===== src/sv/irl_pkg.sv =====
// Package of the interrupt router: item types, register offsets and the clock rate table.
package irl_pkg;

  // Default and largest number of interrupt sources.
  localparam int unsigned NumSourcesDef = 24;
  localparam int unsigned NumSourcesMax = 24;

  // Kinds of input item; the fourth code is a no-operation.
  typedef enum logic [1:0] {
    KindWrite  = 2'd0,
    KindRead   = 2'd1,
    KindSource = 2'd2
  } irl_kind_e;

  // Register offsets in the window.
  localparam logic [7:0] OffClock     = 8'd0;
  localparam logic [7:0] OffScratch   = 8'd8;
  localparam logic [7:0] OffCtlBase   = 8'd16;
  localparam logic [7:0] OffCtlLast   = 8'd27;
  localparam logic [7:0] OffPendHi    = 8'd16;
  localparam logic [7:0] OffPendMid   = 8'd17;
  localparam logic [7:0] OffPendLo    = 8'd18;
  localparam logic [7:0] OffAckBase   = 8'd18;
  localparam logic [7:0] OffAckFirst  = 8'd19;
  localparam logic [7:0] OffAckLast   = 8'd25;

  // Fields of a source control nibble.
  localparam int unsigned CtlEnableBit = 3;

  // Clock control byte.
  localparam int unsigned ForceSlowBit = 7;
  localparam logic [6:0]  SlowMhz      = 7'd8;

  typedef struct packed {
    logic [1:0] kind;
    logic [7:0] reg_offset;
    logic [7:0] write_data;
    logic [4:0] source_index;
    logic       source_active;
  } irl_item_t;

  typedef struct packed {
    logic [7:0] read_data;
    logic [7:0] level_lines;
    logic [6:0] cpu_clock_mhz;
  } irl_result_t;

  // Processor clock in MHz selected by a clock control byte.
  function automatic logic [6:0] clock_mhz(input logic [7:0] ctl);
    logic [6:0] mhz;
    unique case (ctl[6:4])
      3'd0:    mhz = 7'd33;
      3'd1:    mhz = 7'd80;
      3'd2:    mhz = 7'd66;
      3'd3:    mhz = 7'd50;
      3'd4:    mhz = 7'd40;
      3'd5:    mhz = 7'd60;
      3'd6:    mhz = 7'd25;
      default: mhz = 7'd20;
    endcase
    if (ctl[ForceSlowBit]) begin
      mhz = SlowMhz;
    end
    return mhz;
  endfunction

endpackage


===== src/sv/irl_in_if.sv =====
// Input channel of the interrupt router: valid, ready and one input item.
interface irl_in_if;
  logic       valid;
  logic       ready;
  logic [1:0] kind;
  logic [7:0] reg_offset;
  logic [7:0] write_data;
  logic [4:0] source_index;
  logic       source_active;

  modport source (
    output valid, kind, reg_offset, write_data, source_index, source_active,
    input  ready
  );
  modport sink (
    input  valid, kind, reg_offset, write_data, source_index, source_active,
    output ready
  );
endinterface


===== src/sv/irl_out_if.sv =====
// Result channel of the interrupt router: valid, ready and one result item.
interface irl_out_if;
  logic       valid;
  logic       ready;
  logic [7:0] read_data;
  logic [7:0] level_lines;
  logic [6:0] cpu_clock_mhz;

  modport source (
    output valid, read_data, level_lines, cpu_clock_mhz,
    input  ready
  );
  modport sink (
    input  valid, read_data, level_lines, cpu_clock_mhz,
    output ready
  );
endinterface


===== src/sv/irl_in_stage.sv =====
// Input register of the interrupt router: holds one accepted item until it is processed.
module irl_in_stage import irl_pkg::*; (
  input  logic      clk_i,
  input  logic      rst_ni,
  input  logic      valid_i,
  output logic      ready_o,
  input  irl_item_t item_i,
  input  logic      take_i,
  output logic      valid_o,
  output irl_item_t item_o
);

  logic      valid_q, valid_d;
  irl_item_t item_q;

  // The register is free when empty or when its item moves on this cycle.
  assign ready_o = !valid_q || take_i;
  assign valid_d = valid_i || (valid_q && !take_i);

  always_ff @(posedge clk_i or negedge rst_ni) begin
    if (!rst_ni) begin
      valid_q <= 1'b0;
    end else if (ready_o) begin
      valid_q <= valid_d;
    end
  end

  always_ff @(posedge clk_i) begin
    if (valid_i && ready_o) begin
      item_q <= item_i;
    end
  end

  assign valid_o = valid_q;
  assign item_o  = item_q;

endmodule


===== src/sv/irl_core.sv =====
// Register file and routing logic of the interrupt router: one item per cycle while go_i is high.
module irl_core import irl_pkg::*; #(
  parameter int unsigned NUM_SOURCES = NumSourcesDef
) (
  input  logic        clk_i,
  input  logic        rst_ni,
  input  logic        go_i,
  input  irl_item_t   item_i,
  output irl_result_t res_o,
  output logic [7:0]  lines_o
);

  logic [7:0]             clock_q, clock_d;
  logic [7:0]             scratch_q [8];
  logic [7:0]             scratch_d [8];
  logic [3:0]             ctl_q [NUM_SOURCES];
  logic [3:0]             ctl_d [NUM_SOURCES];
  logic [NUM_SOURCES-1:0] pend_q, pend_d;
  logic [7:0]             line_q, line_d;

  logic                   is_wr, is_rd, is_src, ack, src_hit;
  logic [2:0]             ack_lvl;
  logic [NUM_SOURCES-1:0] match, sel;
  logic [3:0]             sel_ctl;
  logic [23:0]            pend_ext;
  logic [7:0]             rd;
  logic [7:0]             off;

  always_comb begin
    off    = item_i.reg_offset;
    is_wr  = 1'b0;
    is_rd  = 1'b0;
    is_src = 1'b0;
    unique case (item_i.kind)
      KindWrite:  is_wr  = go_i;
      KindRead:   is_rd  = go_i;
      KindSource: is_src = go_i;
      default:    ;
    endcase

    ack     = is_rd && (off >= OffAckFirst) && (off <= OffAckLast);
    ack_lvl = 3'(off - OffAckBase);

    // Per-source routing compares and selection of the changed source.
    sel_ctl = 4'd0;
    for (int i = 0; i < NUM_SOURCES; i++) begin
      match[i] = (ctl_q[i][2:0] == ack_lvl);
      sel[i]   = (item_i.source_index == 5'(i));
      sel_ctl  = sel_ctl | (sel[i] ? ctl_q[i] : 4'd0);
    end
    src_hit = is_src && (|sel) && sel_ctl[CtlEnableBit];

    pend_d = pend_q;
    for (int i = 0; i < NUM_SOURCES; i++) begin
      if (ack && match[i]) begin
        pend_d[i] = 1'b0;
      end else if (src_hit && sel[i]) begin
        pend_d[i] = item_i.source_active;
      end
    end

    line_d = line_q;
    if (ack) begin
      line_d[ack_lvl] = 1'b0;
    end
    if (src_hit) begin
      line_d[sel_ctl[2:0]] = item_i.source_active;
    end

    // Bus writes.
    clock_d = clock_q;
    if (is_wr && off == OffClock) begin
      clock_d = item_i.write_data;
    end
    for (int k = 0; k < 8; k++) begin
      scratch_d[k] = scratch_q[k];
    end
    if (is_wr && off[7:3] == OffScratch[7:3]) begin
      scratch_d[off[2:0]] = item_i.write_data;
    end
    for (int i = 0; i < NUM_SOURCES; i++) begin
      ctl_d[i] = ctl_q[i];
      if (is_wr && off <= OffCtlLast && off == OffCtlBase + 8'(i / 2)) begin
        ctl_d[i] = (i % 2 == 0) ? item_i.write_data[7:4] : item_i.write_data[3:0];
      end
    end

    // Bus reads.
    pend_ext = 24'(pend_q);
    priority if (off == OffClock) begin
      rd = clock_q;
    end else if (off[7:3] == OffScratch[7:3]) begin
      rd = scratch_q[off[2:0]];
    end else if (off == OffPendHi) begin
      rd = pend_ext[23:16];
    end else if (off == OffPendMid) begin
      rd = pend_ext[15:8];
    end else if (off == OffPendLo) begin
      rd = pend_ext[7:0];
    end else if (off >= OffAckFirst && off <= OffAckLast) begin
      rd = 8'($countones(match));
    end else begin
      rd = 8'd0;
    end

    res_o.read_data     = is_rd ? rd : 8'd0;
    res_o.level_lines   = line_d;
    res_o.cpu_clock_mhz = clock_mhz(clock_d);
  end

  always_ff @(posedge clk_i or negedge rst_ni) begin
    if (!rst_ni) begin
      clock_q <= 8'd0;
      pend_q  <= '0;
      line_q  <= 8'd0;
      for (int k = 0; k < 8; k++) begin
        scratch_q[k] <= 8'd0;
      end
      for (int i = 0; i < NUM_SOURCES; i++) begin
        ctl_q[i] <= 4'd0;
      end
    end else begin
      clock_q <= clock_d;
      pend_q  <= pend_d;
      line_q  <= line_d;
      for (int k = 0; k < 8; k++) begin
        scratch_q[k] <= scratch_d[k];
      end
      for (int i = 0; i < NUM_SOURCES; i++) begin
        ctl_q[i] <= ctl_d[i];
      end
    end
  end

  assign lines_o = line_q;

endmodule


===== src/sv/interrupt_router_with_level_ack.sv =====
// Top level of the interrupt router with level acknowledge.
//
// The router takes one item per clock cycle: a bus write, a bus read or a
// change on one of NUM_SOURCES interrupt sources, and returns exactly one
// result item for each, in order. An accepted item first sits in the input
// register; in the next cycle in which the result register is free it goes
// through the routing logic, updates the stored state and lands in the
// result register, where it is offered to the sink until it is taken.
// Throughput is one item per cycle for as long as the sink takes
// results; the input register and the result register together let a new
// item be accepted while a finished result still waits. Each result carries
// the byte read (zero for anything but a read), the eight level lines and
// the processor clock rate as they stand after the item. Every source has a
// four-bit control (enable plus a three-bit level), written two to a byte at
// offsets 16 to 27. Reading offsets 19 to 25 acknowledges levels 1 to 7: it
// clears the pending bits of every source routed to that level, enabled or
// not, drops the level's line and returns how many sources are routed there.
// All stored state is cleared by reset; there is no clearing pass.
module interrupt_router_with_level_ack import irl_pkg::*; #(
  parameter int unsigned NUM_SOURCES = NumSourcesDef
) (
  input  logic  clk_i,
  input  logic  rst_ni,
  irl_in_if.sink    in_i,
  irl_out_if.source out_o
);

  irl_item_t   in_item, item;
  logic        item_valid;
  logic        adv;
  logic        out_valid_q;
  irl_result_t res_d, res_q;
  logic [7:0]  lines;
  logic [2:0]  ack_lvl;

  assign in_item.kind          = in_i.kind;
  assign in_item.reg_offset    = in_i.reg_offset;
  assign in_item.write_data    = in_i.write_data;
  assign in_item.source_index  = in_i.source_index;
  assign in_item.source_active = in_i.source_active;

  // The item in the input register is processed when the result register
  // is empty or its result is being taken in this cycle.
  assign adv = item_valid && (!out_valid_q || out_o.ready);

  irl_in_stage u_in_stage (
    .clk_i   (clk_i),
    .rst_ni  (rst_ni),
    .valid_i (in_i.valid),
    .ready_o (in_i.ready),
    .item_i  (in_item),
    .take_i  (adv),
    .valid_o (item_valid),
    .item_o  (item)
  );

  irl_core #(
    .NUM_SOURCES (NUM_SOURCES)
  ) u_core (
    .clk_i   (clk_i),
    .rst_ni  (rst_ni),
    .go_i    (adv),
    .item_i  (item),
    .res_o   (res_d),
    .lines_o (lines)
  );

  // Result register.
  always_ff @(posedge clk_i or negedge rst_ni) begin
    if (!rst_ni) begin
      out_valid_q <= 1'b0;
    end else if (adv) begin
      out_valid_q <= 1'b1;
    end else if (out_o.ready) begin
      out_valid_q <= 1'b0;
    end
  end

  always_ff @(posedge clk_i) begin
    if (adv) begin
      res_q <= res_d;
    end
  end

  assign out_o.valid         = out_valid_q;
  assign out_o.read_data     = res_q.read_data;
  assign out_o.level_lines   = res_q.level_lines;
  assign out_o.cpu_clock_mhz = res_q.cpu_clock_mhz;

  assign ack_lvl = 3'(item.reg_offset - OffAckBase);

`ifndef SYNTHESIS
  // Only a source change can raise a level line.
  a_line_rise_by_source: assert property (@(posedge clk_i) disable iff (!rst_ni)
    (adv && item.kind != KindSource) |=> ((res_q.level_lines & ~$past(lines)) == 8'd0))
    else $error("level line rose on an item that is not a source change");

  // An acknowledge leaves its level's line dropped in the result.
  a_ack_drops_line: assert property (@(posedge clk_i) disable iff (!rst_ni)
    (adv && item.kind == KindRead && item.reg_offset >= OffAckFirst &&
     item.reg_offset <= OffAckLast) |=> !res_q.level_lines[$past(ack_lvl)])
    else $error("acknowledged level line still high");

  // A result waiting for the sink is not lost.
  a_result_held: assert property (@(posedge clk_i) disable iff (!rst_ni)
    (out_valid_q && !out_o.ready) |=> out_valid_q)
    else $error("pending result dropped");
`endif

endmodule


===== src/flat_wrapper.sv =====
// flat-port wrapper written by rule: the top's interface ports become plain ports
module interrupt_router_with_level_ack_flat import irl_pkg::*;
#(
  parameter int unsigned NUM_SOURCES = NumSourcesDef
)
  (clk_i, rst_ni, in_i_valid, in_i_kind, in_i_reg_offset, in_i_write_data, in_i_source_index, in_i_source_active, in_i_ready, out_o_valid, out_o_read_data, out_o_level_lines, out_o_cpu_clock_mhz, out_o_ready);
  irl_in_if in_i_i ();
  irl_out_if out_o_i ();
  input  logic clk_i;
  input  logic rst_ni;
  input wire logic [$bits(in_i_i.valid)-1:0] in_i_valid;
  input wire logic [$bits(in_i_i.kind)-1:0] in_i_kind;
  input wire logic [$bits(in_i_i.reg_offset)-1:0] in_i_reg_offset;
  input wire logic [$bits(in_i_i.write_data)-1:0] in_i_write_data;
  input wire logic [$bits(in_i_i.source_index)-1:0] in_i_source_index;
  input wire logic [$bits(in_i_i.source_active)-1:0] in_i_source_active;
  output wire logic [$bits(in_i_i.ready)-1:0] in_i_ready;
  output wire logic [$bits(out_o_i.valid)-1:0] out_o_valid;
  output wire logic [$bits(out_o_i.read_data)-1:0] out_o_read_data;
  output wire logic [$bits(out_o_i.level_lines)-1:0] out_o_level_lines;
  output wire logic [$bits(out_o_i.cpu_clock_mhz)-1:0] out_o_cpu_clock_mhz;
  input wire logic [$bits(out_o_i.ready)-1:0] out_o_ready;
  assign in_i_i.valid = in_i_valid;
  assign in_i_i.kind = in_i_kind;
  assign in_i_i.reg_offset = in_i_reg_offset;
  assign in_i_i.write_data = in_i_write_data;
  assign in_i_i.source_index = in_i_source_index;
  assign in_i_i.source_active = in_i_source_active;
  assign in_i_ready = in_i_i.ready;
  assign out_o_valid = out_o_i.valid;
  assign out_o_read_data = out_o_i.read_data;
  assign out_o_level_lines = out_o_i.level_lines;
  assign out_o_cpu_clock_mhz = out_o_i.cpu_clock_mhz;
  assign out_o_i.ready = out_o_ready;
  interrupt_router_with_level_ack #(.NUM_SOURCES(NUM_SOURCES)) u_core (.clk_i(clk_i), .rst_ni(rst_ni), .in_i(in_i_i), .out_o(out_o_i));
endmodule

===== config.mk =====
export PLATFORM = sky130hd
export DESIGN_NAME = interrupt_router_with_level_ack_flat
export DESIGN_NICKNAME = d
export VERILOG_FILES = /design/src/sv/irl_pkg.sv /design/src/sv/irl_in_if.sv /design/src/sv/irl_out_if.sv /design/src/sv/irl_in_stage.sv /design/src/sv/irl_core.sv /design/src/sv/interrupt_router_with_level_ack.sv /design/src/flat_wrapper.sv
export SDC_FILE = /design/constraint.sdc
export NUM_CORES = 1
export LEC_CHECK = 0
export ABC_AREA = 1
export ABC_CLOCK_PERIOD_IN_PS = 7500
export BUFFER_PORTS_ARGS = -buffer_cell sky130_fd_sc_hd__buf_2
export CORE_UTILIZATION = 35
export CTS_CLUSTER_DIAMETER = 60
export DETAILED_ROUTE_END_ITERATION = 8
export SYNTH_ARGS = -nofsm -noshare
export SYNTH_HDL_FRONTEND = slang
export SYNTH_SLANG_ARGS = --single-unit

===== constraint.sdc =====
create_clock -name clk_i -period 7.5 [get_ports clk_i]
set_input_delay 0.75 -clock clk_i [delete_from_list [all_inputs] [get_ports clk_i]]
set_output_delay 0.75 -clock clk_i [all_outputs]
set_load 0.1 [all_outputs]

* Word level (Yosys, flattened, before mapping) *
Cells that the tools add are included.

storage, ports and cells
  register bits = 249
  input bits = 28
  logic and storage cells = 404

cells by class
  $add $sub $neg = 24
  magnitude comparators = 9
  equality and inequality tests = 68
  muxes and demuxes = 98
  bitwise operators = 26
  reductions and logical operators = 110

operators by type and width
  operator            number
  $eq 8x5->1 const B  12
  $mux 4              24
  $or 4x4->4          23
  $mux 8              11
  $logic_and 1x1->1   74
  $eq 3x3->1          24
  $bwmux 64           1
  $mux 1              55
  $reduce_bool 2->1   25
  $pmux 7 s7          1
  $eq 5x4->1 const B  8
  $eq 5x5->1 const B  8
  $add 1x1->2         12
  $bmux 8 s3          1
  $demux 8 s3         1
  $reduce_or 24->1    1
  $eq 5x3->1 const B  4
  $add 2x2->3         6
  $le 8x5->1 const B  2
  $add 3x3->4         3
  $eq 5x1->1 const B  2
  $eq 5x2->1 const B  2
  $eq 3x3->1 const B  3
  $and 8x8->8         1
  23 further kinds    31

* Depth between registers and ports, before layout *
Gate-level depths: netlist (run 1).

  word-level depth = 31
  mapped depth = 25
  gate-level depth less buffers = 22

* Cells and area by module *
Synthesis (run 1) repeated with hierarchy kept, for this count alone.

unflattened totals
  cells, all modules = 1493
  area total of the unflattened synthesis = 12655.9 µm²

by module, submodules not included
  module                           instances  cells each  area each (µm²)
  irl_core                         1          1434        11150.7
  irl_in_stage                     1          30          765.7
  interrupt_router_with_level_ack  1          29          739.5

* Worst setup path before layout (run 1) *
Ideal clock, no wire load.

  path kind = register to register
  start point = register u_core.u_in_stage.item_q (netlist bit u_core.u_in_stage.item_o[16])
  end point = register u_core.res_q (netlist bit u_core.out_o.read_data[4]) (data pin)
  library setup time = 257 ps
  arrival time = 5621 ps
  data required time = 7243 ps
  path slack = 1623 ps
  cell stages (with the launch flop) = 25
  period minus slack after synthesis = 5877 ps
  cells stage by stage = edfxtp_1 -> inv_1 -> clkbuf_1 -> ha_1 -> clkbuf_1 -> buf_2 -> xor2_1 -> and3_1 -> inv_1 -> fa_1 -> fa_1 -> inv_1 -> fa_1 -> inv_1 -> fa_1 -> fa_1 -> inv_1 -> ha_1 -> fa_1 -> a21oi_1 -> nor2_1 -> o211ai_1 -> nand4_1 -> nor2_1 -> nor2_1

on the way
  cells in the longest elaborated chain, start to end = 13
  elaborated cells between the ends (all ways) = 65
  classes of those cells = add/sub (24); order compare (2); eq/ne (27); mux (9); bitwise (1); reduce/logical (2)

RTL lines
  what                               line                                   source
  from (decl)                        irl_in_stage.sv:14                     irl_item_t item_q;
  from (signal assigned)             irl_in_stage.sv:30                     item_q <= item_i;
  $sub 3x2->3                        -
  $eq 3x3->1                         irl_core.sv:47                         match[i] = (ctl_q[i][2:0] == ack_lvl);
  $add 1x1->2 (not written as such)  irl_core.sv:101                        rd = 8'($countones(match));
  $add 2x2->3 (not written as such)  irl_core.sv:101
  $add 3x3->4 (not written as such)  irl_core.sv:101
  $add 4x4->5 (not written as such)  irl_core.sv:101
  $add 5x4->6 (not written as such)  irl_core.sv:101
  $mux 6                             irl_core.sv:100                        end else if (off >= OffAckFirst && off <= OffAckLast) begin
  $mux 8                             irl_core.sv:98                         end else if (off == OffPendLo) begin
  $mux 8                             irl_core.sv:96                         end else if (off == OffPendMid) begin
  $mux 8                             irl_core.sv:94                         end else if (off == OffPendHi) begin
  $mux 8                             irl_core.sv:92                         end else if (off[7:3] == OffScratch[7:3]) begin
  $mux 8 (*)                         irl_core.sv:90                         priority if (off == OffClock) begin
  to (signal assigned)               interrupt_router_with_level_ack.sv:81  res_q <= res_d;
  to (decl)                          interrupt_router_with_level_ack.sv:32  irl_result_t res_d, res_q;

Every way passes the cells marked *; elsewhere a longest branch is shown, timed or not. The select of a mux whose other input is x is not followed.
A chain may end at the register's enable or synchronous reset.

* Worst setup path in the final report (run 1) *
Same ends and word-level chain as after synthesis.

==> results.md, run 1 <==
* Reg2Reg Launch Point: u_core.u_in_stage.item_o[16]
* Static Leak at between 6 and 7 nW
* Reg2Reg Setup Slack at 1.0 ns
* Slew headroom at a little over a quarter
* Wire per inst at ~21 µm
* # setup viols final at 0
* Setup crit end kind: flop
* Fmax at about 0.15 GHz
* Setup crit start: u_core.u_in_stage.item_o[16]
* Root Buffer: clkbuf_16
* Metal3 WL at 2880 µm
* DRC viols at 0
* Mapped cell area at ~13000 µm²
* Pin count of the biggest net entering global routing at 92
* Antenna violations before repair at 0
* Avg Inst Size Synth at 8.40 µm²
* Final #Nets at 1632
* FF+latch count, synth at 249
* Crit path DAT at 6.83 ns
* Total power at 3.41 mW
* Slew Viols, Final at 0
* Register area at 6470 µm²
* CTS tree: done
* Period minus WS final at approximately 6.5 ns
* Vias in the first global route at just over 10000
* Port Buffers at 52
* Met2 routed WL at approximately 18000 µm
* Vias per cell at 5.28
* Seq/Total Area, Yosys at 49.8%
* Most common cell after layout, fill and taps aside: nand2_1
* Initial DRC count at 1049
* Final WL at 42600 µm
* All-Layer GR Usage at 22.6%
* WP data required at 7.83 ns
* Post-detailed-placement half-perimeter wirelength at roughly 30000 µm
* Syn nets at between 1500 and 2000
* H-tree depth at 1
* Clock Sinks at 249
* Buf+Inv Stages, Crit Path at 4
* Share of layout cells above drive strength 1 at 10.7%
* Synth async-reset ratio at 81.1%
* Pint at roughly 2.5 mW
* Final ANT Viol Nets at 0
* Die height at approximately 200 µm
* Startpoint types: flop
* Multi-input gate area at ~6000 µm²
* Setup CP Type: flop to flop
* Overflow after GRT at 0
* Predominant post-synthesis flop cell: dfrtp_1
* # hold bufs at CTS at 0
* EDFF count, synth at 47
* Die area at between 30000 and 40000 µm²
* Crit-path slowest cell: ha_1
* WL met1 at 19900 µm
* Final worst path period share at 86.7%
* Area grow syn2layout at 13.3%
* Worst-path clk slew at 0.06 ns
* # rows at 70
* # IOs at 53
* Max clock buf depth at 3
* Syn Inst Count at 1547
* Fin. Hold Viols at 0
* Crit path cell chain: buf_4 > inv_1 > ha_1 > xnor2_1 > nor3_1 > fa_1 > inv_1 > fa_1 > fa_1 > fa_1 > fa_1 > inv_1 > ha_1 > fa_1 > a21oi_1 > nor2_1 > o211ai_1 > nand4_1 > nor2_1 > nor2_1
* Clock share of power at 45.8%
* Core area at 36500 µm²
* PwrDens at approximately 230 nW/µm²
* Clk_lat worst skew at 0.58 ns
* Reg2reg end: u_core.out_o.read_data[4]
* Routed vias at 10900
* Psw at 0.950 mW
* Tightest Pin Transition at between 1 and 1.5 ns
* Crit-path leading delay family: adder cells
* Sequential share of power at 42.0%
* R2R cell count at 20
* Min-Delay Path Class: input port to async pin
* Synth warn at 0
* DRT Pass-1 Iters at 5
* Fin Setup TNS at 0 ns
* Max-Cap Viols at 0
* Critical Path Fanout Max at 17
* Worst setup path end: u_core.out_o.read_data[4]
* CTS resizes at 0
* Critical path depth at 20
* Commonest cells after routing, fill and taps aside: nand2_1, dfrtp_1, o21ai_0, nand3_1, nor2_1
* Final Skew at 0.0139 ns
* Top routing layer in use: met4
* CP max stage delay at 1.01 ns
* Post-CTS Setup Bufs at 0
* VDD IR max at 166 µV
* Comb pwr share at 12.2%
* Status: completed
* First-pass GRT wire length at between 60000 and 70000 µm
* CTS Buf Count at 31
* Most frequent CP cell: fa_1
* Synth unique cells at 43
* Starting Density at 35.6%
* Switching Fraction at 27.8%
* Die width at 195 µm
* Unrepaired setup endpoints after global routing: no
* RePlAce Congestion at 1.03
* Fillcell total at 3682
## registers in the layout (all words and copies together) (netlist names), 7 cells and up
name	cells
u_core.out_o.cpu_clock_mhz	7
u_core.u_core.ctl_q	96
u_core.u_core.clock_q	8
u_core.u_core.lines_o	8
u_core.u_core.scratch_q	64
u_core.out_o.level_lines	8
u_core.u_core.pend_ext	24
u_core.out_o.read_data	8
u_core.u_in_stage.item_o	24
## area by class of cell
type | instances | share of cell area (%)
clock buffers | 40 | 5.77
diodes | 1 | 0.0170
flip-flops and latches | 249 | 43.9
inverters | 103 | 2.63
clock inverters | 18 | 1.56
well taps | 468 | 3.98
repair buffers | 63 | 2.39
multi-input cells | 1129 | 39.7
## worst reg2reg max path, cell delays in order, from the launching register on
cell and delay (ns):
edfxtp_1 0.32, buf_4 0.22, inv_1 0.26, ha_1 1.01, xnor2_1 0.15, nor3_1 0.40, fa_1 0.50, inv_1 0.09
fa_1 0.46, fa_1 0.48, fa_1 0.52, fa_1 0.54, inv_1 0.04, ha_1 0.22, fa_1 0.41, a21oi_1 0.17
nor2_1 0.05, o211ai_1 0.17, nand4_1 0.10, nor2_1 0.10, nor2_1 0.04
## stage by stage
| stage | std cells | setup WS, ns | utilization, % | hold slack, ns | instance area (µm²) |
|---|---|---|---|---|---|
| after floorplan | 1547 | 1.62 | - | 0.448 | 13000 |
| after global placement | 2012 | 1.15 | 37.3 | 0.461 | 13600 |
| after detailed placement | 2012 | 1.08 | 37.3 | 0.472 | 13600 |
| after CTS | 2070 | 1.05 | 40.3 | 0.275 | 14700 |
| after global routing | 2070 | 0.664 | 40.3 | 0.291 | 14700 |
| final | 2071 | 0.997 | 40.3 | 0.231 | 14700 |
## cell families (layout without fill, tap and decap cells)
logic type               after synthesis  count (layout)  share of synthesized area (%)
AO/OA/AOI/OAI                        230             230                           9.78
XOR/XNOR                              74              74                           4.99
other                                  0               1                              0
adder cells (fa/ha/maj)               27              27                           3.58
flip-flops                           249             249                           49.8
AND/OR/NAND/NOR                      798             798                           26.7
buffers and inverters                169             224                           5.20
## synthesized netlist by cell type (all sizes together) (10+ instances only)
cell / instances / area [µm²]
a21oi: 10 / 50.1
buf: 21 / 120
clkbuf: 45 / 169
dfrtp: 202 / 5050
edfxtp: 47 / 1410
fa: 17 / 340
ha: 10 / 125
inv: 101 / 379
nand2: 500 / 1900
nand3: 128 / 696
nand4: 22 / 144
nor2: 117 / 529
nor3: 17 / 95.1
o21ai: 188 / 952
xnor2: 36 / 315
xor2: 38 / 333
## how the worst min path moves through the flow
stage	slack, ns	endpoint	depth (start not counted)
floorplan	0.45	u_core.out_o.valid	0
global placement	0.46	u_core.u_core.clock_q[2]	2
detailed placement	0.47	u_core.u_core.clock_q[3]	2
CTS	0.28	u_core.u_core.ctl_q[43]	1
global route	0.29	u_core.u_core.ctl_q[83]	1
finish	0.23	u_core.u_core.ctl_q[83]	1
## routing by layer
layer  GRT usage [%]  vias up
li1                -     5133
met1            32.8     5302
met2            33.1      408
met3            3.96       86
met4            8.88        0
met5               0        -
## power groups by stage
stage,registers [mW],clock network [mW],logic (mW)
2_1_floorplan,1.52,0,0.229
3_3_place_gp,1.46,0,0.415
3_5_place_dp,1.46,0,0.421
4_1_cts,1.43,1.59,0.422
5_1_grt,1.44,1.64,0.465
6_report,1.43,1.56,0.417
Note: power is estimated with default switching activity, not from simulation.
==> inputs of run 2 (changes only) <==
Settings changed: PLACE_DENSITY set to 0.52, SLEW_MARGIN set to 10.
==> run 2 against run 1 <==
- sequential power about the same
- non-clock buffer count up 1
- highest routed layer unchanged
- clock skew down 0.0067 ns
- critical endpoint unchanged
- register-to-register slack worse by 0.20 ns
- sequential share of layout area up 0.19 points
==> results.md, run 2 (synthesized netlist as in run 1, its figures left out) <==
* Max clock buf depth at 3 (unchanged)
* Unrepaired setup endpoints after global routing: no (unchanged)
* Final WL at 42900 µm (was 42600 µm)
* Fmax at 0.149 GHz (was 0.154 GHz)
* # diodes at 0 (was 1)
* Clock Sinks at 249 (unchanged)
* DRC viols at 0 (unchanged)
* PwrDens at 226 nW/µm² (was 232 nW/µm²)
* Fillcell total at 3715 (was 3682)
* Final worst path period share at 89.4% (was 86.7%)
* Crit-path slowest cell: ha_1 (unchanged)
* # rows at 70 (unchanged)
* Crit path DAT at 7.04 ns (was 6.83 ns)
* # setup viols final at 0 (unchanged)
* Vias per cell at 5.16 (was 5.28)
* Setup crit end kind: flop (unchanged)
* All-Layer GR Usage at 23.1% (was 22.6%)
* Wire per inst at 20.8 µm (was 20.6 µm)
* Die width at 195 µm (unchanged)
* Most frequent CP cell: fa_1 (unchanged)
* Area grow syn2layout at 12.8% (was 13.3%)
* Share of layout cells above drive strength 1 at 10.5% (was 10.7%)
* Status: completed (unchanged)
* Antenna violations before repair at 0 (unchanged)
* Pin count of the biggest net entering global routing at 75 (was 92)
* Fin Hold WS at 0.149 ns (was 0.231 ns)
* Dpl cells at 2013 (was 2012)
* Final #Nets at 1632 (unchanged)
* Min-Delay Path Class: input port to async pin (unchanged)
* Crit path cell chain: buf_4 > inv_1 > ha_1 > buf_4 > xnor2_1 > nor3_1 > fa_1 > inv_1 > fa_1 > fa_1 > fa_1 > fa_1 > inv_1 > ha_1 > fa_1 > a21oi_1 > nor2_1 > o211ai_1 > nand4_1 > nor2_1 > nor2_1 (was buf_4 > inv_1 > ha_1 > xnor2_1 > nor3_1 > fa_1 > inv_1 > fa_1 > fa_1 > fa_1 > fa_1 > inv_1 > ha_1 > fa_1 > a21oi_1 > nor2_1 > o211ai_1 > nand4_1 > nor2_1 > nor2_1)
* RePlAce Congestion at 0.936 (was 1.03)
* Overflow after GRT at 0 (unchanged)
* Fin. Hold Viols at 0 (unchanged)
* Clk_lat worst skew at 0.59 ns (was 0.58 ns)
* Worst-path clk slew at 0.06 ns (about the same)
* VDD IR max at 132 µV (was 166 µV)
* Period minus WS final at 6.71 ns (was 6.50 ns)
* CTS tree: done (unchanged)
* Vias in the first global route at 10400 (was 10300)
* Core area at 36500 µm² (unchanged)
* WP data required at 7.83 ns (about the same)
* DRT Pass-1 Iters at 6 (was 5)
* Buf+Inv Stages, Crit Path at 5 (was 4)
* Post-detailed-placement half-perimeter wirelength at 31500 µm (was 30800 µm)
* Starting Density at 35.6% (unchanged)
* Die area at 37900 µm² (unchanged)
* Utilization after layout at 40.1% (was 40.3%)
* CP max stage delay at 0.87 ns (was 1.01 ns)
* Max reg flops at 96 (unchanged)
* # IOs at 53 (unchanged)
* Most common cell after layout, fill and taps aside: nand2_1 (unchanged)
* Initial DRC count at 969 (was 1049)
* Crit-path leading delay family: adder cells (unchanged)
* Final std cells w/o fill at 2069 (was 2071)
* Root Buffer: clkbuf_16 (unchanged)
* Top flop regs: u_core.u_core.ctl_q x96, u_core.u_core.scratch_q x64 (unchanged)
* Design area at 14700 µm² (about the same)
* First-pass GRT wire length at 65900 µm (was 64700 µm)
* # hold bufs at CTS at 0 (unchanged)
* Setup CP Type: flop to flop (unchanged)
* H-tree depth at 1 (unchanged)
* Post-CTS Setup Bufs at 0 (unchanged)
* Fin Setup TNS at 0 ns (unchanged)
* Commonest cells after routing, fill and taps aside: nand2_1, dfrtp_1, o21ai_0, nand3_1, nor2_1 (unchanged)
* CTS resizes at 0 (unchanged)
* Slew headroom at 32.0% (was 27.4%)
* Largest register by flop count: u_core.u_core.ctl_q (unchanged)
* Slew Viols, Final at 0 (unchanged)
* Startpoint types: flop (unchanged)
* Critical Path Fanout Max at 14 (was 17)
* Static Leak at 6.95 nW (was 6.98 nW)
* Port Buffers at 52 (unchanged)
* Dpl cell area at 13600 µm² (about the same)
* CTS Buf Count at 30 (was 31)
* Final Skew at 0.00719 ns (was 0.0139 ns)
* Die height at 195 µm (unchanged)
* Tightest Pin Transition at 1.02 ns (was 1.09 ns)
* Final ANT Viol Nets at 0 (unchanged)
* Max-Cap Viols at 0 (unchanged)
* Routed vias at 10700 (was 10900)
run 2: changes by cell type in the layout (fill, tap and decap cells not counted), sizes merged:
cell / change
bufinv: -3
inv: -3
clkinv: -4
clkbuf: +8
buf: +1
diode: -1
run 2: final cells by class:
cell class	count	area (µm²)	share of cell area (%)
well taps	468	586	4.00
inverters	103	387	2.64
multi-input cells	1129	5850	39.9
repair buffers	64	359	2.45
clock buffers	48	908	6.20
flip-flops and latches	249	6470	44.1
clock inverters	8	104	0.709
run 2: per-stage QoR:
| stage | setup slack (ns) | power [mW] |
|---|---|---|
| after floorplan | 1.62 | 1.75 |
| after global placement | 0.997 | 1.87 |
| after detailed placement | 0.827 | 1.88 |
| after CTS | 0.804 | 3.35 |
| after global routing | 0.516 | 3.45 |
| final | 0.793 | 3.31 |
run 2: worst reg2reg max path: stages (launching register included):
cell and delay [ns]:
edfxtp_1 0.32, buf_4 0.21, inv_1 0.25, ha_1 0.87, buf_4 0.36, xnor2_1 0.11
nor3_1 0.41, fa_1 0.48, inv_1 0.08, fa_1 0.45, fa_1 0.52, fa_1 0.52
fa_1 0.54, inv_1 0.04, ha_1 0.22, fa_1 0.40, a21oi_1 0.16, nor2_1 0.06
o211ai_1 0.16, nand4_1 0.11, nor2_1 0.11, nor2_1 0.04
run 2: path summary, 6_finish.rpt:
kind                                              start                           to  slack (ns)  cells after the start
setup / recovery           u_core.u_in_stage.item_o[16]    u_core.out_o.read_data[4]        0.79                     21
hold / removal                                   rst_ni      u_core.u_core.ctl_q[43]        0.15                      1
setup reg to reg           u_core.u_in_stage.item_o[16]    u_core.out_o.read_data[4]        0.79                     21
hold reg to reg                u_core.u_core.clock_q[0]     u_core.u_core.clock_q[0]        0.48                      2
max in group asynchronous                        rst_ni    u_core.u_in_stage.valid_o        5.99                      2
min in group clk_i                 in_i_source_index[2]  u_core.u_in_stage.item_o[3]        0.33                      1
run 2: report_power, final:
group / total (mW) / leakage, nW / internal [mW] / switching, mW
clock network: 1.47 / 0.485 / 0.866 / 0.599
logic: 0.417 / 3.19 / 0.107 / 0.310
registers: 1.43 / 3.27 / 1.41 / 0.0198
run 2: metal layers:
| layer | global-route usage, % | wire length (µm) | vias to the layer above |
|---|---|---|---|
| li1 | - | - | 5121 |
| met1 | 34.9 | 21100 | 5159 |
| met2 | 34.2 | 18200 | 336 |
| met3 | 3.31 | 2600 | 70 |
| met4 | 6.17 | 1020 | 0 |
| met5 | 0 | 0 | - |
==> inputs of run 3 (changes only) <==
Settings changed: ABC_CLOCK_PERIOD_IN_PS 7500 to 8290, CORE_MARGIN set to 8.
Clock period 7.5 ns to 8.29 ns, I/O delays scaled along.
==> run 3 against run 2 <==
- sequential share of layout area is 0.43 points lower
- critical path type unchanged
- register-to-register slack improved by 0.56 ns
- worst hold slack better by 0.20 ns
==> results.md, run 3 (synthesized netlist as in run 1, its figures left out) <==
* Crit path cell chain: inv_1 > ha_1 > xnor2_1 > nor3_1 > fa_1 > inv_1 > fa_1 > fa_1 > fa_1 > fa_1 > inv_1 > ha_1 > fa_1 > a21oi_1 > nor2_1 > o211ai_1 > nand4_1 > nor2_1 > nor2_1 (was buf_4 > inv_1 > ha_1 > buf_4 > xnor2_1 > nor3_1 > fa_1 > inv_1 > fa_1 > fa_1 > fa_1 > fa_1 > inv_1 > ha_1 > fa_1 > a21oi_1 > nor2_1 > o211ai_1 > nand4_1 > nor2_1 > nor2_1)
* # diodes at 0 (unchanged)
* Final ANT Viol Nets at 0 (unchanged)
* CTS tree: done (unchanged)
* Fin. Hold Viols at 0 (unchanged)
* Overflow after GRT at 0 (unchanged)
* VDD IR max at 119 µV (was 132 µV)
* Initial DRC count at 971 (was 969)
* Starting Density at 35.5% (was 35.6%)
* Crit path DAT at 7.20 ns (was 7.04 ns)
* Wire per inst at 21.3 µm (was 20.8 µm)
* Final worst path period share at 83.6% (was 89.4%)
* Worst-path clk slew at 0.06 ns (about the same)
* Commonest cells after routing, fill and taps aside: nand2_1, dfrtp_1, o21ai_0, nand3_1, nor2_1 (unchanged)
* Switching Fraction at 27.2% (was 28.0%)
* Slew headroom at 24.6% (was 32.0%)
* Top flop regs: u_core.u_core.ctl_q x96, u_core.u_core.scratch_q x64 (unchanged)
* Fin Setup TNS at 0 ns (unchanged)
* Largest register by flop count: u_core.u_core.ctl_q (unchanged)
* Vias in the first global route at 10500 (was 10400)
* Reg2Reg Launch Point: u_core.u_in_stage.item_o[16] (unchanged)
* Final WL at 44000 µm (was 42900 µm)
* Status: completed (unchanged)
* Max-Cap Viols at 0 (unchanged)
* Setup crit start: u_core.u_in_stage.item_o[16] (unchanged)
* Tightest Pin Transition at 1.13 ns (was 1.02 ns)
* Critical Path Fanout Max at 18 (was 14)
* Die area at 43500 µm² (was 37900 µm²)
* Dpl cell area at 13600 µm² (about the same)
* Worst setup path end: u_core.out_o.read_data[4] (unchanged)
* Min-Delay Path Class: input port to async pin (unchanged)
* Post-detailed-placement half-perimeter wirelength at 32300 µm (was 31500 µm)
* Design area at 14800 µm² (was 14700 µm²)
* Critical path depth at 19 (was 21)
* Vias per cell at 5.20 (was 5.16)
* CP max stage delay at 1.04 ns (was 0.87 ns)
* Fillcell total at 3740 (was 3715)
* Routed vias at 10800 (was 10700)
* # setup viols final at 0 (unchanged)
* Die height at 209 µm (was 195 µm)
* Total power at 3.20 mW (was 3.31 mW)
* Pint at 2.33 mW (was 2.38 mW)
* Post-CTS Setup Bufs at 0 (unchanged)
* DRT Pass-1 Iters at 5 (was 6)
* CTS resizes at 0 (unchanged)
* Reg2reg end: u_core.out_o.read_data[4] (unchanged)
* DRC viols at 0 (unchanged)
* Clock Sinks at 249 (unchanged)
* All-Layer GR Usage at 20.2% (was 23.1%)
* Period minus WS final at 6.93 ns (was 6.71 ns)
* Comb pwr share at 11.8% (was 12.6%)
* Crit-path slowest cell: ha_1 (unchanged)
* Port Buffers at 52 (unchanged)
* Clock share of power at 47.6% (was 44.2%)
* Unrepaired setup endpoints after global routing: no (unchanged)
* Startpoint types: flop (unchanged)
* Share of layout cells above drive strength 1 at 10.8% (was 10.5%)
* Clk_lat worst skew at 0.52 ns (was 0.59 ns)
* # rows at 70 (unchanged)
* # IOs at 53 (unchanged)
* Core area at 36600 µm² (was 36500 µm²)
* Psw at 0.870 mW (was 0.929 mW)
* Root Buffer: clkbuf_16 (unchanged)
* Fmax at 0.144 GHz (was 0.149 GHz)
* R2R cell count at 19 (was 21)
* Final #Nets at 1634 (was 1632)
* PwrDens at 216 nW/µm² (was 226 nW/µm²)
* Max clock buf depth at 3 (unchanged)
* # hold bufs at CTS at 0 (unchanged)
* Die width at 209 µm (was 195 µm)
* Antenna violations before repair at 0 (unchanged)
* Setup CP Type: flop to flop (unchanged)
* H-tree depth at 2 (was 1)
* Crit-path leading delay family: adder cells (unchanged)
* Area grow syn2layout at 14.0% (was 12.8%)
* Setup crit end kind: flop (unchanged)
* First-pass GRT wire length at 67300 µm (was 65900 µm)
* Static Leak at 7.02 nW (was 6.95 nW)
* WP data required at 8.56 ns (was 7.83 ns)
* Final Skew at 0.0196 ns (was 0.00719 ns)
* CTS Buf Count at 34 (was 30)
* Buf+Inv Stages, Crit Path at 3 (was 5)
* RePlAce Congestion at 1.01 (was 0.936)
* Sequential share of power at 40.6% (was 43.2%)
* Most frequent CP cell: fa_1 (unchanged)
* Max reg flops at 96 (unchanged)
* Pin count of the biggest net entering global routing at 81 (was 75)
* Slew Viols, Final at 0 (unchanged)
* Most common cell after layout, fill and taps aside: nand2_1 (unchanged)
* Reg2Reg Setup Slack at 1.36 ns (was 0.79 ns)
==> run 3: changes by cell type in the layout (fill, tap and decap cells not counted) <==
| cell | change |
|---|---|
| clkinv_16 | -1 |
| inv_6 | +3 |
| bufinv_16 | +3 |
| clkinv_4 | +3 |
| buf_4 | -2 |
| clkbuf_16 | +5 |
| clkinv_1 | +1 |
| clkbuf_1 | -3 |
| clkinvlp_4 | -2 |
| clkbuf_8 | -4 |
==> run 3: routing by layer <==
metal,GRT usage [%],vias up,wire (µm)
met2,30.4,320,19000
li1,-,5127,-
met1,28.9,5252,21000
met5,0,-,0
met3,3.59,75,2690
met4,6.66,0,1360
==> run 3: layout make-up <==
| type | instances | area (µm²) | share of cell area (%) |
|---|---|---|---|
| clock buffer | 46 | 967 | 6.53 |
| clock inverter | 15 | 205 | 1.39 |
| inverter | 103 | 387 | 2.61 |
| multi-input combinational | 1129 | 5850 | 39.5 |
| sequential | 249 | 6470 | 43.7 |
| tap | 468 | 586 | 3.96 |
| timing repair buffer | 62 | 344 | 2.32 |
==> run 3: through the flow <==
stage	setup slack, ns	cells	utilization (%)	hold slack [ns]
detailed placement	1.40	2011	37.2	0.468
CTS	1.39	2072	40.4	0.385
global route	0.939	2072	40.4	0.391
floorplan	2.41	1547	-	0.448
global placement	1.63	2011	37.2	0.460
finish	1.36	2072	40.4	0.347
==> run 3: power groups by stage <==
stage	Clock, mW	Combinational [mW]	Sequential, mW
6_report	1.52	0.378	1.30
5_1_grt	1.60	0.418	1.30
4_1_cts	1.55	0.381	1.30
3_5_place_dp	0	0.380	1.32
3_3_place_gp	0	0.379	1.32
2_1_floorplan	0	0.208	1.38
==> run 3: worst min path at each step <==
stage / startpoint / endpoint / slack, ns / cells past startpoint
floorplan: u_core.u_core.clock_q[0] / u_core.u_core.clock_q[0] / 0.45 / 2
global placement: u_core.u_core.clock_q[1] / u_core.u_core.clock_q[1] / 0.46 / 2
detailed placement: u_core.u_core.clock_q[1] / u_core.u_core.clock_q[1] / 0.47 / 2
CTS: rst_ni / u_core.u_core.ctl_q[43] / 0.38 / 1
global route: rst_ni / u_core.u_core.ctl_q[47] / 0.39 / 1
finish: rst_ni / u_core.u_core.ctl_q[47] / 0.35 / 1
